`src/hdl/mlcd_ram.sv`:
```
// generic single write port, single read port ram with registered read
`default_nettype none
module mlcd_ram #(
    parameter int WIDTH = 24,
    parameter int DEPTH = 112
) (
    input  wire logic                     clk,
    input  wire logic                     we,
    input  wire logic [$clog2(DEPTH)-1:0] waddr,
    input  wire logic [WIDTH-1:0]         wdata,
    input  wire logic [$clog2(DEPTH)-1:0] raddr,
    output logic      [WIDTH-1:0]         rdata
);
    logic [WIDTH-1:0] mem [DEPTH];

    always_ff @(posedge clk)
    begin
        if (we)
        begin
            mem[waddr] <= wdata;
        end
        rdata <= mem[raddr];
    end
endmodule
`default_nettype wire

```
`config.mk`:
```
export PLATFORM = sky130hd
export DESIGN_NAME = mlcd_ram
export DESIGN_NICKNAME = d
export VERILOG_FILES = /design/src/hdl/mlcd_ram.sv
export SDC_FILE = /design/constraint.sdc
export NUM_CORES = 2
export LEC_CHECK = 0
export BUFFER_PORTS_ARGS = -buffer_cell sky130_fd_sc_hd__buf_2
export CAP_MARGIN = 20
export CELL_PAD_IN_SITES_DETAIL_PLACEMENT = 1
export CELL_PAD_IN_SITES_GLOBAL_PLACEMENT = 1
export CORE_UTILIZATION = 64
export CTS_BUF_LIST = sky130_fd_sc_hd__clkbuf_2 sky130_fd_sc_hd__clkbuf_4 sky130_fd_sc_hd__clkbuf_8
export CTS_CLUSTER_SIZE = 20
export DETAILED_ROUTE_END_ITERATION = 16
export HOLD_SLACK_MARGIN = 0.02
export PLACE_DENSITY_LB_ADDON = 0.1
export SLEW_MARGIN = 10
export SYNTH_ARGS = -nofsm -noshare
export SYNTH_HDL_FRONTEND = slang
export SYNTH_SLANG_ARGS = --single-unit
```
`constraint.sdc`:
```
create_clock -name clk -period 6.1 [get_ports clk]
set_clock_uncertainty 0.1 [all_clocks]
set_input_delay 0.61 -clock clk [delete_from_list [all_inputs] [get_ports clk]]
set_output_delay 0.61 -clock clk [all_outputs]
set_load 0.05 [all_outputs]
```
==> results.py <==
metrics = {
    "logic_synthesis": {
        "synth_cells": 4424,
        "yosys-top-cells-count": "edfxtp_1, mux4_2, mux2i_1, nor2_1, nand2_1",
        "yosysMostFrequentCell": "edfxtp_1",
        "synth_flop_cell": "edfxtp_1",
        "syn-num-nets": 4464,
        "netlist_top_cells_area": "edfxtp_1, mux4_2, mux2i_1",
        "synth_edf_count": 2688,
        "synth_top_area_frac": 0.778,
        "postSynth.asyncResetShare": 0,
        "ys_ff_latch": 2712,
        "synth_area_um2": 104000,
        "yosys.area.top_type": "edfxtp_1",
        "ys_warn_count": 0,
        "synth_seq_area_share": 0.783,
        "synth_area_per_cell_um2": 23.4,
        "synth.distinct_cells": 56,
    },
    "clock_tree": {
        "cts_setup_buffers": 0,
        "tritoncts": "built",
        "cts-hold-fix-buffers": 22,
        "cts.htree.levels": 5,
        "clockBufferDepth": 4,
        "insertion_delay_ps": 1120,
        "clk_pin_slew_ps": 60,
        "root_buffer": "clkbuf_8",
        "cts_sinks": 2712,
        "cts_buffers": 426,
        "cts_resized": 0,
    },
    "layout": {
        "fill_cells": 12100,
        "drive_above_1_share": 0.337,
        "nNetsFinal": 4954,
        "post-route-util": 0.722,
        "area_growth_pct": 11.9,
    },
    "sta": {
        "fin_setup_tns_ps": 0,
        "max_clock_freq_mhz": 267,
        "fin_crit_sh": 0.615,
        "period_minus_slack_ps": 3750,
        "rsz0062_at_grt": "no",
        "worstMarginPinSlew_ps": 1360,
        "hold_viol_final": 0,
        "setup_viol": 0,
        "relSlewSlack": 0.0824,
        "final_max_slew_viol_count": 0,
        "hold-worst-slack_ps": 241,
    },
    "route": {
        "wl_per_cell_um": 41.9,
        "num_vias": 53800,
        "route.detailed.drc": 0,
        "drt_iter0_drc": 8662,
        "wirelength_um": 310000,
        "viasPerCell": 7.27,
        "ant_nets": 0,
        "first_pass_iters": 5,
    },
    "power_and_ir_drop": {
        "seq_power_share": 0.547,
        "switching_share": 0.231,
        "ir_worst_vdd_mv": 0.283,
        "p_clk_frac": 0.397,
        "internal_power_uw": 29100,
        "p_sw_uw": 8710,
        "p_comb_frac": 0.057,
        "p_per_area_nw_per_um2": 326,
        "leakage_uw": 0.0367,
    },
    "worst_setup_path": {
        "worstPathMaxFanout": 20,
        "required_ps": 6900,
        "critical_path.startpoint_type": "input pin",
        "cp-end-kind": "flop",
        "cp.arrival_ps": 4550,
        "worstSetupPathType": "in -> reg",
        "reg2reg_slack_ps": 3010,
    },
    "flow_run": {
        "cap_viol_max_count": 0,
    },
    "die": {
        "fp-row-count": 147,
        "fp.dieW_um": 405,
        "ioPinCount": 64,
        "dieArea_um2": 164000,
        "core_um2": 161000,
        "start_util": 0.645,
        "die_h_um": 405,
    },
    "global_routing": {
        "grt_max_degree": 113,
        "grtUsageTotal": 0.387,
        "grt_pass1_vias": 55300,
        "antenna_found_initial": 33,
        "grt_remaining_overflow": 0,
        "grt_pass1_wl_um": 428000,
    },
    "placement": {
        "place_hpwl_um": 175000,
        "port_buffers": 63,
        "gp_congestion": 0.915,
    },
    "worst_hold_path": {
        "hold_path.class": "in -> reg",
    },
    "status": {
        "status": "completed",
    },
}
==> cells in the final DEF, fill, tap and decap left out, types with 10 or more instances in the layout <==
cell type,n
buf_4,207
a221oi_1,28
bufinv_16,10
o21ai_0,25
nor2_4,15
nand4_1,13
mux2i_1,154
edfxtp_1,2688
a21oi_1,37
a31oi_1,19
nor2_2,96
clkbuf_8,436
mux4_2,722
nor2b_1,14
o211ai_1,10
nand3_1,34
clkinv_2,52
clkbuf_4,131
dfxtp_1,24
a22oi_1,39
dlygate4sd3_1,25
diode_2,13
buf_2,34
clkinv_1,106
buf_12,18
nand2_1,111
nor3_1,12
nor2_1,28
==> per-stage QoR <==
step	power (uW)	instances	cell area, um2	setup WS (ps)
finish	37800	7402	116000	2350
global route	38500	7390	116000	2590
floorplan	22100	4424	104000	2820
global placement	23000	6606	107000	1350
CTS	37800	7378	116000	2750
detailed placement	23100	6613	108000	1610
==> logic make-up (layout without fill, tap and decap cells) <==
family,Yosys count,in the layout,synth area share
flops,2712,2712,0.783
mux,882,882,0.172
simple gates,347,347,0.0144
buf+inv,246,1051,0.0144
compound gates,237,237,0.0163
other cells,0,13,0
==> power groups by stage <==
| stage | sequential [uW] | combinational, uW | clock (uW) |
|---|---|---|---|
| 6_report | 20700 | 2140 | 15000 |
| 5_1_grt | 20600 | 2170 | 15700 |
| 4_1_cts | 20700 | 2080 | 15100 |
| 3_5_place_dp | 21000 | 2050 | 0 |
| 3_3_place_gp | 21000 | 1980 | 0 |
| 2_1_floorplan | 21100 | 1020 | 0 |
==> registers in the layout, summed over array words and instances (netlist names) <==
register  cells
mem        2688
rdata        24
==> worst paths after layout <==
check	start	end	depth (start not counted)
max	raddr[5]	rdata[2]$_DFF_P_	7
min	raddr[4]	rdata[3]$_DFF_P_	4
max reg2reg	mem[30][14]$_DFFE_PP_	rdata[14]$_DFF_P_	7
min reg2reg	mem[80][15]$_DFFE_PP_	rdata[15]$_DFF_P_	5
==> worst max-delay path, stage by stage <==
cell and delay (ps):
dlygate4sd3_1 520, buf_2 580, buf_4 600, nand2_1 710, a31oi_1 650, nand3_1 410, o311ai_1 390
==> cell type report <==
| type | count | area [um2] | area share |
|---|---|---|---|
| inverter | 6 | 35.0 | 0.000302 |
| sequential | 2712 | 81200 | 0.700 |
| tap | 2160 | 2700 | 0.0233 |
| multi-input combinational | 1466 | 21400 | 0.185 |
| antenna | 13 | 32.5 | 0.000280 |
| clock inverter | 177 | 1030 | 0.00886 |
| clock buffer | 566 | 6970 | 0.0601 |
| timing repair buffer | 302 | 2660 | 0.0229 |
==> metal layers <==
layer,GRT usage,part of all wire,vias to the layer above
li1,-,-,20000
met1,0.530,0.34,28100
met2,0.581,0.46,4702
met3,0.105,0.14,930
met4,0.202,0.057,26
met5,0,0.00052,-
Power figures use the tool's default switching activity.
