--- config.mk ---
export PLATFORM = sky130hd
export DESIGN_NAME = mlcd_div
export DESIGN_NICKNAME = d
export VERILOG_FILES = /design/src/hdl/mlcd_pkg.sv /design/src/hdl/mlcd_div.sv
export SDC_FILE = /design/constraint.sdc
export NUM_CORES = 1
export LEC_CHECK = 0
export ABC_AREA = 1
export BUFFER_PORTS_ARGS = -buffer_cell sky130_fd_sc_hd__buf_2
export CELL_PAD_IN_SITES_DETAIL_PLACEMENT = 0
export CELL_PAD_IN_SITES_GLOBAL_PLACEMENT = 1
export CORE_UTILIZATION = 40
export CTS_CLUSTER_DIAMETER = 80
export CTS_CLUSTER_SIZE = 12
export DETAILED_ROUTE_END_ITERATION = 10
export PLACE_DENSITY = 0.77
export SLEW_MARGIN = 20
export SYNTH_ARGS = -nofsm -noshare
export SYNTH_HDL_FRONTEND = slang
export SYNTH_SLANG_ARGS = --single-unit
--- constraint.sdc ---
create_clock -name clk -period 3 [get_ports clk]
set_clock_uncertainty 0.15 [all_clocks]
set_input_delay 0.15 -clock clk [delete_from_list [all_inputs] [get_ports clk]]
set_output_delay 0.15 -clock clk [all_outputs]
set_load 0.1 [all_outputs]
--- src/hdl/mlcd_pkg.sv ---
// shared types, constants and lookup tables of the logit density block
`default_nettype none
package mlcd_pkg;

    localparam int DEF_MAX_TERMS      = 16;
    localparam int DEF_MAX_CATEGORIES = 8;
    localparam int VAL_W              = 24;
    localparam int LP_W               = 40;
    localparam int Q_ONE              = 65536;
    localparam int LN2_Q16            = 45426;
    localparam int DIV_NW             = 34;

    typedef enum logic [1:0] {
        REG_FEATURE_COUNT  = 2'd0,
        REG_CATEGORY_COUNT = 2'd1,
        REG_LOG_OUTPUT     = 2'd2,
        REG_UNUSED         = 2'd3
    } reg_idx_t;

    typedef enum logic [4:0] {
        S_IDLE, S_SLOT, S_IWT, S_CRD, S_CWT, S_ADD, S_NXT, S_FIN, S_MAX,
        S_E0, S_E1, S_E2, S_E3, S_E4, S_RES, S_DGO, S_DWT, S_L1, S_L2, S_L3
    } state_t;

    typedef struct packed {
        logic busy;
        logic done;
    } div_stat_t;

    function automatic logic [16:0] exp_int_lut(input logic [3:0] i);
        logic [16:0] v;
        case (i)
            4'd0:    v = 17'd65536;
            4'd1:    v = 17'd24109;
            4'd2:    v = 17'd8869;
            4'd3:    v = 17'd3263;
            4'd4:    v = 17'd1200;
            4'd5:    v = 17'd442;
            4'd6:    v = 17'd162;
            4'd7:    v = 17'd60;
            4'd8:    v = 17'd22;
            4'd9:    v = 17'd8;
            4'd10:   v = 17'd3;
            4'd11:   v = 17'd1;
            default: v = 17'd0;
        endcase
        return v;
    endfunction

    function automatic logic [16:0] exp_frac_lut(input logic [2:0] j);
        logic [16:0] v;
        case (j)
            3'd0:    v = 17'd65536;
            3'd1:    v = 17'd57835;
            3'd2:    v = 17'd51039;
            3'd3:    v = 17'd45042;
            3'd4:    v = 17'd39750;
            3'd5:    v = 17'd35079;
            3'd6:    v = 17'd30957;
            3'd7:    v = 17'd27319;
            default: v = 17'd0;
        endcase
        return v;
    endfunction

    function automatic logic [15:0] ln_lut(input logic [2:0] j);
        logic [15:0] v;
        case (j)
            3'd0:    v = 16'd0;
            3'd1:    v = 16'd7719;
            3'd2:    v = 16'd14624;
            3'd3:    v = 16'd20870;
            3'd4:    v = 16'd26573;
            3'd5:    v = 16'd31818;
            3'd6:    v = 16'd36675;
            3'd7:    v = 16'd41196;
            default: v = 16'd0;
        endcase
        return v;
    endfunction

endpackage
`default_nettype wire

--- src/hdl/mlcd_div.sv ---
// restoring unsigned divider, one quotient bit per cycle
`default_nettype none
module mlcd_div import mlcd_pkg::*; #(
    parameter int NW = 34,
    parameter int DW = 20
) (
    input  wire logic          clk,
    input  wire logic          rst_n,
    input  wire logic          start,
    input  wire logic [NW-1:0] num,
    input  wire logic [DW-1:0] den,
    output logic      [NW-1:0] quot,
    output div_stat_t          stat
);
    localparam int CW = $clog2(NW + 1);

    logic          busy_reg;
    logic          done_reg;
    logic [CW-1:0] cnt_reg;
    logic [DW-1:0] rem_reg;
    logic [DW-1:0] den_reg;
    logic [NW-1:0] quot_reg;
    logic [DW:0]   rem_sh;
    logic [DW:0]   rem_sub;

    assign rem_sh  = {rem_reg, quot_reg[NW-1]};
    assign rem_sub = rem_sh - {1'b0, den_reg};

    always_ff @(posedge clk or negedge rst_n)
    begin
        if (!rst_n)
        begin
            busy_reg <= 1'b0;
            done_reg <= 1'b0;
            cnt_reg  <= '0;
        end
        else
        begin
            done_reg <= 1'b0;
            if (start)
            begin
                busy_reg <= 1'b1;
                cnt_reg  <= CW'(NW);
            end
            else if (busy_reg)
            begin
                cnt_reg <= cnt_reg - CW'(1);
                if (cnt_reg == CW'(1))
                begin
                    busy_reg <= 1'b0;
                    done_reg <= 1'b1;
                end
            end
        end
    end

    always_ff @(posedge clk)
    begin
        if (start)
        begin
            rem_reg  <= '0;
            den_reg  <= den;
            quot_reg <= num;
        end
        else if (busy_reg)
        begin
            if (!rem_sub[DW])
            begin
                rem_reg  <= rem_sub[DW-1:0];
                quot_reg <= {quot_reg[NW-2:0], 1'b1};
            end
            else
            begin
                rem_reg  <= rem_sh[DW-1:0];
                quot_reg <= {quot_reg[NW-2:0], 1'b0};
            end
        end
    end

    assign quot      = quot_reg;
    assign stat.busy = busy_reg;
    assign stat.done = done_reg;
endmodule
`default_nettype wire

==> out/summary.txt <==
Area leader, netlist = edfxtp_1
NumNets Final = 863
Chip Width = 111 um
Normalized max-slew margin = 0.645
Layout Utilization = 0.541
Wire length on met2 = 5390 um
TritonRoute pass-1 iters = 6
Gr ovfl total = 0
Root Driver = clkbuf_16
CTS buffer count = 9
Xor/xnor share of the synthesized area = 0.0183
Met3 routed WL = 602 um
Final setup fails = 0
Static leakage = 3.27 nW
Ant. Diodes = 0
Largest family of logic cells by synthesized area = simple AND/OR/NAND/NOR gates
Post-cts sizing count = 0
Final Cell Area = 6230 um^2
Die height = 111 um
First-pass GRT wire length = 20000 um
Crit Path Category = reg2reg
Num rows = 39
Area Growth Syn to Fin = 30.3%
Fin. Hold Viols = 0
Fmax = 385 MHz
Max layer used = met4
Worst Setup Start Kind = register
GRT Util Overall = 0.204
Core area = 11500 um^2
Most common cell after layout, fill and taps aside = nand2_1
Final cycle utilization of the critical path = 0.865
Top cells by area, synth = edfxtp_1 (34%), nand2_1 (22%), dfxtp_1 (8.4%), inv_1 (7.4%), ha_1 (5.8%)
WP data required = 2.94 ns
Worst Hold Class = in2async
GP Congestion = 0.900
Hpwl dp = 8200 um
Area fraction in compound gates after synthesis = 0.0379
DRC viols = 0
Mean Syn Cell Area = 7.52 um^2
Deepest clock path buffer count = 2
Initial antenna violation count = 0
Die area = 12400 um^2
Number of global-route vias before repair = 4347
Status = finished, final reports clean
Max-cap viol count = 0
Total power = 0.00505 W
VDD IR max = 0.343 mV
DRT iter0 DRCs = 241
Commonest cells after routing, fill and taps aside = nand2_1 (276), inv_1 (94), buf_2 (92), dlygate4sd3_1 (55), edfxtp_1 (54)
Worst-path fanout max = 21
CP Data Arrival Time = 2.53 ns
RSZ-0062 raised after global routing = false
Vias = 4300
Initial core utilization = 0.415
Wire per inst = 12.6 um
Syn_nets = 716
Setup ws final = 0.406 ns
Clock Sinks = 82
Synth Cell Area = 4780 um^2
Placed inst area = 5380 um^2
Fraction of layout cells with a size suffix above 1 = 0.161
Worst Setup End Kind = register
Cell Pwr Density = 812 nW/um^2
Port bufs = 92
Slew at the pin closest to its max-slew limit = 0.533 ns
CTS tree = built
Drt via density = 4.62
Pre-CTS setup slack = 0.396 ns
Yosys synthesis warning count = 0
Mux share of post-synthesis cell area = 0
Post-Synth Adder-Cell Area = 0.0618
Netlist cell types = 32
Clk_lat worst skew = 0.35 ns
Largest net degree at the start of global routing = 34
Synth Instances = 636
Max reg flops = 34
Io pins = 93
Min Tclk post-route = 2.59 ns
Remaining antenna violation count = 0
Metal-1 WL = 5650 um
CTS H-tree depth = 3
Final max-slew violation count = 0
# fillers = 1094
FF-to-FF setup slack = 0.41 ns
Simple-gate share of the synthesized area = 0.325
Setup_tns = 0 ns
Seq/Total Area, Yosys = 0.465
Register bit total from synthesis = 82
Setup Buffers After CTS = 0
Clk slew on worst S/H paths = 0.07 ns
Total Routed Length = 11800 um
Synth top area share = 0.339
==> worst max-delay path, cell delays in order (launching register included) <==
cell and delay, ns:
edfxtp_1 0.35, inv_1 0.06, ha_1 0.24, fa_1 0.43
inv_1 0.10, nand3_1 0.07, nand3_1 0.17, nand2_2 0.11
nand3_2 0.09, nand2_1 0.06, nand2_2 0.37, o21ai_0 0.13
==> final timing paths <==
kind / from / to / cells after the start
max in group asynchronous: rst_n / cnt_reg[5] / 2
hold reg to reg: rem_reg[12] / rem_reg[12] / 2
setup / recovery: quot[33] / quot[0] / 11
min in group clk: start / den_reg[13] / 1
setup reg to reg: quot[33] / quot[0] / 11
hold / removal: rst_n / cnt_reg[0] / 2
==> synthesized netlist by cell type, drive strengths merged <==
master	count
a21oi	17
a22oi	1
and2	2
buf	8
clkbuf	9
dfrtp	8
dfxtp	20
edfxtp	54
fa	1
ha	22
inv	94
nand2	283
nand3	43
nand3b	2
nand4	4
nor2	33
nor3	9
nor4	1
o21ai	11
o21bai	4
xnor2	4
xor2	6
==> kinds of logic (layout without fill, tap and decap cells) <==
family | count (synthesis) | after routing
compound gates | 33 | 33
flops | 82 | 82
fa+ha+maj | 23 | 23
simple gates | 377 | 377
xor+xnor | 10 | 10
buf+inv | 111 | 263
==> area by class of cell <==
| type | instances | area [um^2] | area share |
|---|---|---|---|
| inverters | 94 | 353 | 0.0567 |
| repair buffers | 153 | 1060 | 0.170 |
| well taps | 143 | 179 | 0.0287 |
| flip-flops and latches | 82 | 2220 | 0.357 |
| clock inverters | 7 | 76.3 | 0.0123 |
| multi-input cells | 443 | 2120 | 0.340 |
| clock buffers | 9 | 225 | 0.0362 |
==> through the flow <==
step | hold WS [ns] | cells
after CTS | 0.00766 | 931
after detailed placement | -0.144 | 860
after floorplan | -0.296 | 636
after global routing | 0.0394 | 931
final | 0.0155 | 931
after global placement | -0.153 | 860
==> layer usage <==
metal,up-vias,global-route usage
li1,2285,-
met3,9,0.0541
met5,-,0
met2,101,0.338
met4,0,0.0649
met1,1905,0.260
==> timing repair <==
action | in CTS | in global routing
hold buffers | 55 | 0
hold endpoints to repair | 62 | 0
endpoints found under the setup margin | 0 | 0
==> power breakdown <==
group          internal, W  switching [W]
sequential         0.00142       0.000143
clock             0.000653       0.000497
combinational     0.000739        0.00160
Note: power is estimated with default switching activity, not from simulation.
